<file path="src/hdl/mcsc_ram.sv">
module mcsc_ram #(
   parameter int WIDTH = 16,
   parameter int DEPTH = 64
) (
   input  logic                     clock,
   input  logic                     wr_en,
   input  logic [$clog2(DEPTH)-1:0] wr_addr,
   input  logic [WIDTH-1:0]         wr_data,
   input  logic                     rd_en,
   input  logic [$clog2(DEPTH)-1:0] rd_addr,
   output logic [WIDTH-1:0]         rd_data
);

   logic [WIDTH-1:0] mem_ff [DEPTH];
   logic [WIDTH-1:0] rd_data_ff;

   always_ff @(posedge clock) begin
      if (wr_en) begin
         mem_ff[wr_addr] <= wr_data;
      end
      if (rd_en) begin
         rd_data_ff <= mem_ff[rd_addr];
      end
   end

   assign rd_data = rd_data_ff;

endmodule

</file>
<file path="config.mk">
export PLATFORM = sky130hd
export DESIGN_NAME = mcsc_ram
export DESIGN_NICKNAME = d
export VERILOG_FILES = /design/src/hdl/mcsc_ram.sv
export SDC_FILE = /design/constraint.sdc
export NUM_CORES = 1
export LEC_CHECK = 0
export ABC_AREA = 1
export BUFFER_PORTS_ARGS = -buffer_cell sky130_fd_sc_hd__buf_2
export CAP_MARGIN = 20
export CORE_ASPECT_RATIO = 1.4
export CORE_MARGIN = 3
export CORE_UTILIZATION = 40
export CTS_BUF_LIST = sky130_fd_sc_hd__clkbuf_4 sky130_fd_sc_hd__clkbuf_8
export DETAILED_ROUTE_END_ITERATION = 12
export HOLD_SLACK_MARGIN = 0.05
export MAX_ROUTING_LAYER = met4
export PLACE_DENSITY = 0.65
export SKIP_LAST_GASP = 1
export SLEW_MARGIN = 20
export SYNTH_ARGS = -nofsm -noshare
export SYNTH_HDL_FRONTEND = slang
export SYNTH_SLANG_ARGS = --single-unit
</file>
<file path="constraint.sdc">
create_clock -name clock -period 3.5 [get_ports clock]
set_input_delay 0.525 -clock clock [delete_from_list [all_inputs] [get_ports clock]]
set_output_delay 0.525 -clock clock [all_outputs]
set_load 0.05 [all_outputs]
</file>
==> qor.txt <==
Post-CTS Resized: 0
Syn Area/Cell: 12.0 sq um
Tcrit/Tclk final: 0.637
FILL cells: 9408
Antenna violations before repair: 10
Layout cells sized above 1: 0.109
Initial DRC count: 2564
Row count: 140
PortBufs: 46
Clock sink count: 1040
Area Growth Syn to Fin: 11.1%
FF+latch count, synth: 1040
Most frequent cells in the layout: nand2_1 (1296), edfxtp_1 (1040), nand3_1 (871)
Setup WS pre-CTS: 0.537 ns
Drt pass-1 iters: 5
Slew Limit Fails: 0
CTS Buf Count: 144
Cell area after synthesis: 42300 sq um
Placed cell count: 4817
Total congestion overflow: 0
Unrepaired setup endpoints after global routing: false
First-pass GRT wire length: 171000 um
Crit path buf inv count: 1
Tmin final: 2.23 ns
Final hold vios: 0
Die height: 391 um
Slowest-stage cell, CP: edfxtp_1
Worst Hold Class: input pin to flip-flop
Worst path cell trace: buf_2
Synthesized instance count: 3517
CP Data Arrival Time: 1.70 ns
Sequential fraction of the synthesis area: 0.739
WL final: 116000 um
NumNets Final: 3645
Post-CTS Setup Bufs: 0
Clock skew: 0.0310 ns
Fmax: 0.449 GHz
# DRC: 0
Routability cong.: 0.862
Largest buffer count on any clock path: 3
CTS tree: built
Die area: 110000 sq um
Slew of the pin with the lowest slew margin: 1.10 ns
Fin Setup TNS: 0 ns
IO Pins: 47
CP top delay family: flip-flops
CP endpoint kind: output pin
Register area: 31200 sq um
Multi-input gate area: 9590 sq um
Clock latency at the later pin of the worst-skew pair: 0.79 ns
Max-cap violations: 0
Commonest non-fill, non-tap cell in the layout: nand2_1
Vias per inst: 5.45
Vias after detailed routing: 27671
Distinct cell type count after synthesis: 15
Largest net degree at the start of global routing: 141
Crit path max fanout: 1
Setup violators final: 0
Initial Utilization: 0.405
DRT antenna net count: 0
Worst setup margin: 1.27 ns
GRT Total Usage: 0.217
CP required: 2.97 ns
Worst slew margin: 0.264
Syn Nets: 3548
Wire per inst: 22.8 um
Hpwl dp: 64700 um
Pleak: 0.0168 uW
Non-filler instance count after layout: 5077
CP Class: flip-flop to output pin
Pwr per Cell Area: 530 nW/um^2
Final Power: 24900 uW
Worst-path clk slew: 0.07 ns
H-tree depth: 4
Total core area: 104000 sq um
Worst vdd rail ir drop: 0.419 mV
Outcome: complete, no violations
Startpoint Class: flip-flop
YS warnings: 0
Post-CTS Hold Buffers: 0
Chip width: 281 um
CTS root buffer: clkbuf_8
Max incr delay on CP: 0.57 ns
Number of global-route vias before repair: 26924
[registers in the layout, indices dropped and copies added, names as in the netlist]
register,flops
mem_ff,1024
rd_data,16
[cell families (layout without fill, tap and decap cells)]
family / Yosys count / after routing / synth area share
other: 0 / 11 / 0
buffers and inverters: 237 / 437 / 0.0352
flip-flops: 1040 / 1040 / 0.739
AND/OR/NAND/NOR: 2240 / 2240 / 0.226
[area by class of cell]
cell class,count,share of cell area
tap,1349,0.0360
inverter,12,0.00152
sequential,1040,0.665
multi-input combinational,2240,0.204
antenna,11,0.000587
clock buffer,187,0.0502
clock inverter,62,0.00976
timing repair buffer,176,0.0322
[path summary, 6_finish.rpt]
check / slack (ns) / startpoint / cells past startpoint / end
worst min-delay path: 0.18 / wr_data[12] / 1 / mem_ff[2][12]$_DFFE_PP_
worst max-delay path: 1.27 / rd_data[0]$_DFFE_PP_ / 1 / rd_data[0]
worst min register to register: 0.88 / mem_ff[13][14]$_DFFE_PP_ / 8 / rd_data[14]$_DFFE_PP_
worst max register to register: 1.59 / mem_ff[63][2]$_DFFE_PP_ / 8 / rd_data[2]$_DFFE_PP_
[metrics by stage]
stage | instance area [sq um] | util | hold slack, ns
final | 46900 | 0.450 | 0.182
after global routing | 46900 | 0.449 | 0.163
after global placement | 44100 | 0.422 | 0.861
after detailed placement | 44100 | 0.422 | 0.886
after floorplan | 42300 | - | 0.624
after CTS | 46900 | 0.449 | 0.115
[cell usage after synthesis (all sizes together)]
cell	count	area, sq um
nand2	1296	4860
edfxtp	1040	31200
nand3	871	4360
buf	199	1340
nor2	56	210
clkbuf	26	97.6
inv	12	52.6
nand4	9	56.3
nor4	8	50.1
[routing by layer]
metal  vias to the layer above  wire (um)  track usage
met3                       299       9250       0.0383
met5                         -          0            -
li1                      12600          -            -
met1                     13524      42400        0.251
met2                      1248      57100        0.354
met4                         0       6770        0.128
[worst register-to-register path: stages, from the launching register on]
cell and delay [ns]:
edfxtp_1 0.36, nand2_1 0.08, nand3_1 0.08, nand3_1 0.10
nand2_1 0.07, nand2_1 0.10, nand3_1 0.45, nand3_1 0.36
nand2_1 0.08
[where the power goes]
part | leakage (uW) | internal, uW | total (uW) | switching, uW
clock | 0.00148 | 4890 | 9290 | 4400
combinational | 0.00599 | 408 | 1700 | 1290
sequential | 0.00937 | 13800 | 13900 | 46.7
total | 0.0168 | 19100 | 24900 | 5740
Power figures use the tool's default switching activity.
