$ cat src/hdl/mcsc_pkg.sv
package mcsc_pkg;

   // Patch size limits
   localparam int MAX_ROWS = 64;
   localparam int MAX_COLS = 32;

   // Field and register widths
   localparam int ROWCNT_W   = 7;
   localparam int COLCNT_W   = 6;
   localparam int START_W    = 5;
   localparam int ERR_W      = 16;
   localparam int PAIR_W     = ERR_W + 1;
   localparam int COST_W     = 23;
   localparam int MOVE_W     = 2;
   localparam int ROW_IDX_W  = 6;
   localparam int ONES_W     = 6;
   localparam int CSR_IDX_W  = 2;
   localparam int CSR_DATA_W = 7;
   localparam int REQ_DATA_W = 16;
   localparam int RSP_DATA_W = 16;
   localparam int RSP_PAD_W  = RSP_DATA_W - ROW_IDX_W - ONES_W;

   // Derived index widths
   localparam int ROW_W      = $clog2(MAX_ROWS);
   localparam int CIDX_W     = $clog2(MAX_COLS);
   localparam int KCNT_W     = $clog2(MAX_COLS + 1);
   localparam int ERR_DEPTH  = MAX_ROWS * MAX_COLS;
   localparam int ERR_AW     = $clog2(ERR_DEPTH);
   localparam int TOTAL_W    = ERR_AW + 1;
   localparam int COST_DEPTH = 2 * MAX_COLS;
   localparam int COST_AW    = CIDX_W + 1;
   localparam int MOVE_DEPTH = MAX_ROWS * MAX_COLS;
   localparam int MOVE_AW    = ROW_W + CIDX_W;

   // Register indexes
   localparam logic [CSR_IDX_W-1:0] CSR_ROW_COUNT    = 2'd0;
   localparam logic [CSR_IDX_W-1:0] CSR_COL_COUNT    = 2'd1;
   localparam logic [CSR_IDX_W-1:0] CSR_START_COLUMN = 2'd2;

   // Register reset values
   localparam logic [ROWCNT_W-1:0] RST_ROW_COUNT    = 7'd64;
   localparam logic [COLCNT_W-1:0] RST_COL_COUNT    = 6'd32;
   localparam logic [START_W-1:0]  RST_START_COLUMN = 5'd2;

   // Move codes
   localparam logic [MOVE_W-1:0] MOVE_CENTRE = 2'd0;
   localparam logic [MOVE_W-1:0] MOVE_LEFT   = 2'd1;
   localparam logic [MOVE_W-1:0] MOVE_RIGHT  = 2'd2;

   typedef enum logic [1:0] {
      ST_LOAD,
      ST_ROW,
      ST_TRACE,
      ST_STEP
   } state_type;

   typedef struct packed {
      logic [COST_W-1:0] left;
      logic [COST_W-1:0] centre;
      logic [COST_W-1:0] right;
      logic              left_ok;
      logic              right_ok;
      logic              bottom;
      logic [PAIR_W-1:0] pair;
   } cell_in_type;

   typedef struct packed {
      logic [COST_W-1:0] cost;
      logic [MOVE_W-1:0] move;
   } cell_out_type;

endpackage

$ cat src/hdl/mcsc_cell.sv
module mcsc_cell (
   input  mcsc_pkg::cell_in_type  cell_in,
   output mcsc_pkg::cell_out_type cell_out
);
   import mcsc_pkg::*;

   logic [COST_W-1:0] best;
   logic [MOVE_W-1:0] move;

   // Centre wins ties; left only when strictly lower; right only when strictly
   // below the better of the two.
   always_comb begin
      best = cell_in.centre;
      move = MOVE_CENTRE;
      if (cell_in.left_ok && (cell_in.left < best)) begin
         best = cell_in.left;
         move = MOVE_LEFT;
      end
      if (cell_in.right_ok && (cell_in.right < best)) begin
         best = cell_in.right;
         move = MOVE_RIGHT;
      end
   end

   always_comb begin
      if (cell_in.bottom) begin
         cell_out.cost = COST_W'(cell_in.pair);
      end else begin
         cell_out.cost = COST_W'(cell_in.pair) + best;
      end
      cell_out.move = move;
   end

endmodule

$ cat config.mk
export PLATFORM = sky130hd
export DESIGN_NAME = mcsc_cell
export DESIGN_NICKNAME = d
export VERILOG_FILES = /design/src/hdl/mcsc_pkg.sv /design/src/hdl/mcsc_cell.sv
export SDC_FILE = /design/constraint.sdc
export NUM_CORES = 1
export LEC_CHECK = 0
export ABC_AREA = 1
export BUFFER_PORTS_ARGS = -buffer_cell sky130_fd_sc_hd__buf_2
export CORE_MARGIN = 2
export CORE_UTILIZATION = 40
export DETAILED_ROUTE_END_ITERATION = 6
export PLACE_DENSITY_LB_ADDON = 0.15
export REMOVE_ABC_BUFFERS = 1
export SYNTH_ARGS = -nofsm -noshare
export SYNTH_HDL_FRONTEND = slang
export SYNTH_SLANG_ARGS = --single-unit
$ cat constraint.sdc
create_clock -name vclk -period 16.3
set_clock_uncertainty 0.2 [all_clocks]
set_input_delay 0.815 -clock vclk [all_inputs]
set_output_delay 0.815 -clock vclk [all_outputs]
set_load 0.03 [all_outputs]
==> flow_metrics.env, run 1 <==
export IMPL_track_usage=0.191
export IMPL_max_clock_freq_mhz=126
export IMPL_ys_warnings_count=0
export IMPL_antenna_cells=0
export IMPL_synth_area_per_cell_sq_um=5.70
export IMPL_drc=0
export IMPL_final_cells=697
export IMPL_cts_setup_buffers=0
export IMPL_io_pin_count=114
export IMPL_cp_required_ns=15.29
export IMPL_postCtsHoldBufs=0
export IMPL_dpl_cell_count=697
export IMPL_placed_cell_area_sq_um=3480
export IMPL_hold_violations=0
export IMPL_hold_path_class="input pin to primary output"
export IMPL_n_sequential_cell=0
export IMPL_outcome="finished, final reports clean"
export IMPL_setup_tns_ns=0
export IMPL_first_pass_iters=4
export IMPL_drive_above_1_share=0.248
export IMPL_cpPeakStageDelay_ns=0.51
export IMPL_whs_ns=1.80
export IMPL_portBuffers=114
export IMPL_report_final_slew_viol_count=0
export IMPL_cts_resized_gates=0
export IMPL_slowest_stage="o21ai_0"
export IMPL_seq_area_frac_synth=0
export IMPL_utilization=0.510
export IMPL_drv_cap=0
export IMPL_worstMarginPinSlew_ns=0.473
export IMPL_place_congestion=0.909
export IMPL_synth_cells=498
export IMPL_fp_dieH_um=88.3
export IMPL_final_setup_viol_count=0
export IMPL_period_share=0.487
export IMPL_finalNetCount=754
export IMPL_wl_um=7490
export IMPL_final_common_cell="nand2_1"
export IMPL_fin_crit_ns=7.94
export IMPL_worstSetupPathType="input pin to primary output"
export IMPL_die_x_um=88.3
export IMPL_viasPerCell=4.75
export IMPL_grt_pass1_wl_um=12400
export IMPL_wl_per_cell_um=10.7
export IMPL_start_kind="input pin"
export IMPL_cp_max_fo=46
export IMPL_via_count=3309
export IMPL_grt_max_degree=47
export IMPL_antenna_found_initial=0
export IMPL_row_count=30
export IMPL_regArea_sq_um=0
export IMPL_ys_types=37
export IMPL_gr_total_overflow=0
export IMPL_crit_top_cell="nand2_1"
export IMPL_start_util=0.416
export IMPL_nClkBuffers=0
export IMPL_ant_nets=0
export IMPL_total_leakage_power_nw=2.13
export IMPL_ir_drop_uv=15.3
export IMPL_core_area_sq_um=6830
export IMPL_dp_hpwl_um=6680
export IMPL_layout_common_cells="nand2_1 (139), buf_2 (114), inv_1 (75)"
export IMPL_power_density_nw_per_um2=53.8
export IMPL_grt_pass1_vias=3010
export IMPL_syn_area_sq_um=2840
export IMPL_rsz0062_at_grt="no"
export IMPL_area_delta_synth_final_pct=22.6
export IMPL_final_cell_area_sq_um=3480
export IMPL_relSlewSlack=0.684
export IMPL_dieArea_sq_um=7790
export IMPL_cp_end_kind="primary output"
export IMPL_cp_arrival_ns=6.93
export IMPL_drtIter0Drc=119
[per-stage QoR]
stage	total power, mW	worst slack [ns]
2_1_floorplan	0.138	8.95
6_report	0.187	8.36
5_1_grt	0.213	7.70
3_5_place_dp	0.187	8.41
3_3_place_gp	0.185	8.51
4_1_cts	0.187	8.38
[cells in the mapped netlist, types with 3 or more instances]
master    count  area share
nand3_1      18       0.032
nand3_2       3       0.011
ha_1         61        0.27
nand2_4       5       0.020
a21oi_1      51       0.090
clkbuf_1      4      0.0053
nand2_2      10       0.022
nand2_1     139        0.18
buf_2         6       0.011
nor2_1       37       0.049
xor2_1        4       0.012
o21ai_1       7       0.012
nand4_1       3      0.0066
or2_2         5       0.011
inv_1        75       0.099
o21ai_0      38       0.067
[final cells by class]
cell class / instances / area, sq um
inverters: 77 / 289
fillers: 769 / 3350
repair buffers: 114 / 571
multi-input cells: 410 / 2500
well taps: 96 / 120
[layer usage]
metal,part of all wire,GRT usage
met2,0.43,0.332
met5,0,0
met4,0,0.00138
met1,0.52,0.281
met3,0.049,0.00187
[critical path, delay by kind of cell]
kind | cells | cell delay, ns
compound gates | 11 | 2.53
fa+ha+maj | 3 | 1.05
simple gates | 15 | 1.68
buf+inv | 6 | 0.84
[path summary, 6_finish.rpt]
kind / from / endpoint / slack, ns / cells after the start
setup / recovery: cell_in[61] / cell_out[20] / 8.36 / 35
hold / removal: cell_in[7] / cell_out[9] / 1.80 / 4
[cell families after synthesis]
kind of cell               share of synthesized area
and+or+nand+nor                                0.383
AOI/OAI and AO/OA                              0.204
buffers and inverters                          0.119
adders and majority gates                      0.276
xor gates and xnor gates                      0.0185
[power by group]
group | total [mW] | switching, mW | internal, mW
logic | 0.187 | 0.119 | 0.0679
registers | 0 | 0 | 0
clock network | 0 | 0 | 0
total | 0.187 | 0.119 | 0.0679
Power figures use the tool's default switching activity.
==> run 2, diff against run 1 <==
- clock period: 16.3 -> 7.75 ns (I/O delays scaled with it)
==> flow_metrics.env, run 2 (synthesized netlist as in run 1, its figures left out) <==
export IMPL_fin_crit_ns=7.06
export IMPL_gr_total_overflow=0
export IMPL_start_kind="input pin"
export IMPL_drc=0
export IMPL_dieArea_sq_um=7790
export IMPL_outcome="finished, final reports clean"
export IMPL_place_congestion=0.909
export IMPL_period_share=0.911
export IMPL_start_util=0.416
export IMPL_fill_cells=764
export IMPL_area_delta_synth_final_pct=22.6
export IMPL_placed_cell_area_sq_um=3480
export IMPL_io_pin_count=114
export IMPL_setup_tns_ns=0
export IMPL_die_x_um=88.3
export IMPL_worstSetupPathType="input pin to primary output"
export IMPL_hold_violations=0
export IMPL_worstMarginPinSlew_ns=0.475
export IMPL_report_final_slew_viol_count=0
export IMPL_track_usage=0.188
export IMPL_wl_per_cell_um=10.6
export IMPL_drv_cap=0
export IMPL_antenna_found_initial=0
export IMPL_portBuffers=114
export IMPL_final_setup_viol_count=0
export IMPL_rsz0062_at_grt="no"
export IMPL_cts_resized_gates=0
export IMPL_crit_top_cell="nand2_1"
export IMPL_wl_um=7420
export IMPL_finalNetCount=754
export IMPL_via_count=3311
export IMPL_slowest_stage="o21ai_0"
export IMPL_relSlewSlack=0.683
export IMPL_hold_path_class="input pin to primary output"
export IMPL_cp_max_fo=46
export IMPL_dp_hpwl_um=6640
export IMPL_cp_required_ns=7.16
export IMPL_fp_dieH_um=88.3
export IMPL_total_leakage_power_nw=2.13
export IMPL_cp_end_kind="primary output"
export IMPL_row_count=30
export IMPL_cts_setup_buffers=0
export IMPL_antenna_cells=0
export IMPL_nClkBuffers=0
export IMPL_final_cell_area_sq_um=3480
export IMPL_grt_pass1_vias=3001
export IMPL_power_density_nw_per_um2=113
export IMPL_first_pass_iters=4
export IMPL_postCtsHoldBufs=0
export IMPL_ant_nets=0
export IMPL_n_sequential_cell=0
export IMPL_drtIter0Drc=124
export IMPL_viasPerCell=4.75
export IMPL_final_common_cell="nand2_1"
export IMPL_regArea_sq_um=0
export IMPL_drive_above_1_share=0.248
export IMPL_ir_drop_uv=32.6
export IMPL_cp_arrival_ns=6.47
export IMPL_grt_max_degree=47
export IMPL_layout_common_cells="nand2_1 (139), buf_2 (114), inv_1 (75)"
export IMPL_core_area_sq_um=6830
export IMPL_grt_pass1_wl_um=12300
export IMPL_max_clock_freq_mhz=142
export IMPL_cpPeakStageDelay_ns=0.52
run 2: cell counts in the layout (fill, tap and decap cells not counted):
Identical to the previous run, type by type.
run 2: worst paths after layout:
check	from	endpoint	slack, ns	cells after the start
hold / removal	cell_in[7]	cell_out[9]	0.94	4
setup / recovery	cell_in[61]	cell_out[20]	0.69	35
run 2: power by group:
part	internal [mW]	leakage, nW	switching, mW
clock network	0	0	0
logic	0.143	2.13	0.249
registers	0	0	0
total	0.143	2.13	0.249
run 2: worst max-delay path, delay by kind of cell:
family | cells | cell delay, ns
AOI/OAI and AO/OA | 11 | 2.53
and+or+nand+nor | 15 | 1.65
adders and majority gates | 3 | 1.06
buffers and inverters | 6 | 0.83
run 2: metal layers:
metal  wire (um)  vias up  track usage
met4          15        0      0.00826
met3         324        2     0.000933
met1        3870     1380        0.277
met5           0        -            0
li1            -     1845            -
met2        3210       84        0.326
run 2: area by class of cell:
| cell class | instances | area [sq um] | area share |
|---|---|---|---|
| Inverter | 77 | 289 | 0.0830 |
| Multi-Input combinational cell | 410 | 2500 | 0.719 |
| Tap cell | 96 | 120 | 0.0345 |
| Timing Repair Buffer | 114 | 571 | 0.164 |
run 2: through the flow:
step	setup slack (ns)	utilization	hold slack, ns	std cells	power, mW
4_1_cts	0.667	0.510	0.942	697	0.393
5_1_grt	0.00827	0.510	0.958	697	0.447
2_1_floorplan	1.26	-	0.687	487	0.290
6_report	0.691	0.510	0.939	697	0.392
3_3_place_gp	0.814	0.510	0.937	697	0.389
3_5_place_dp	0.695	0.510	0.941	697	0.392
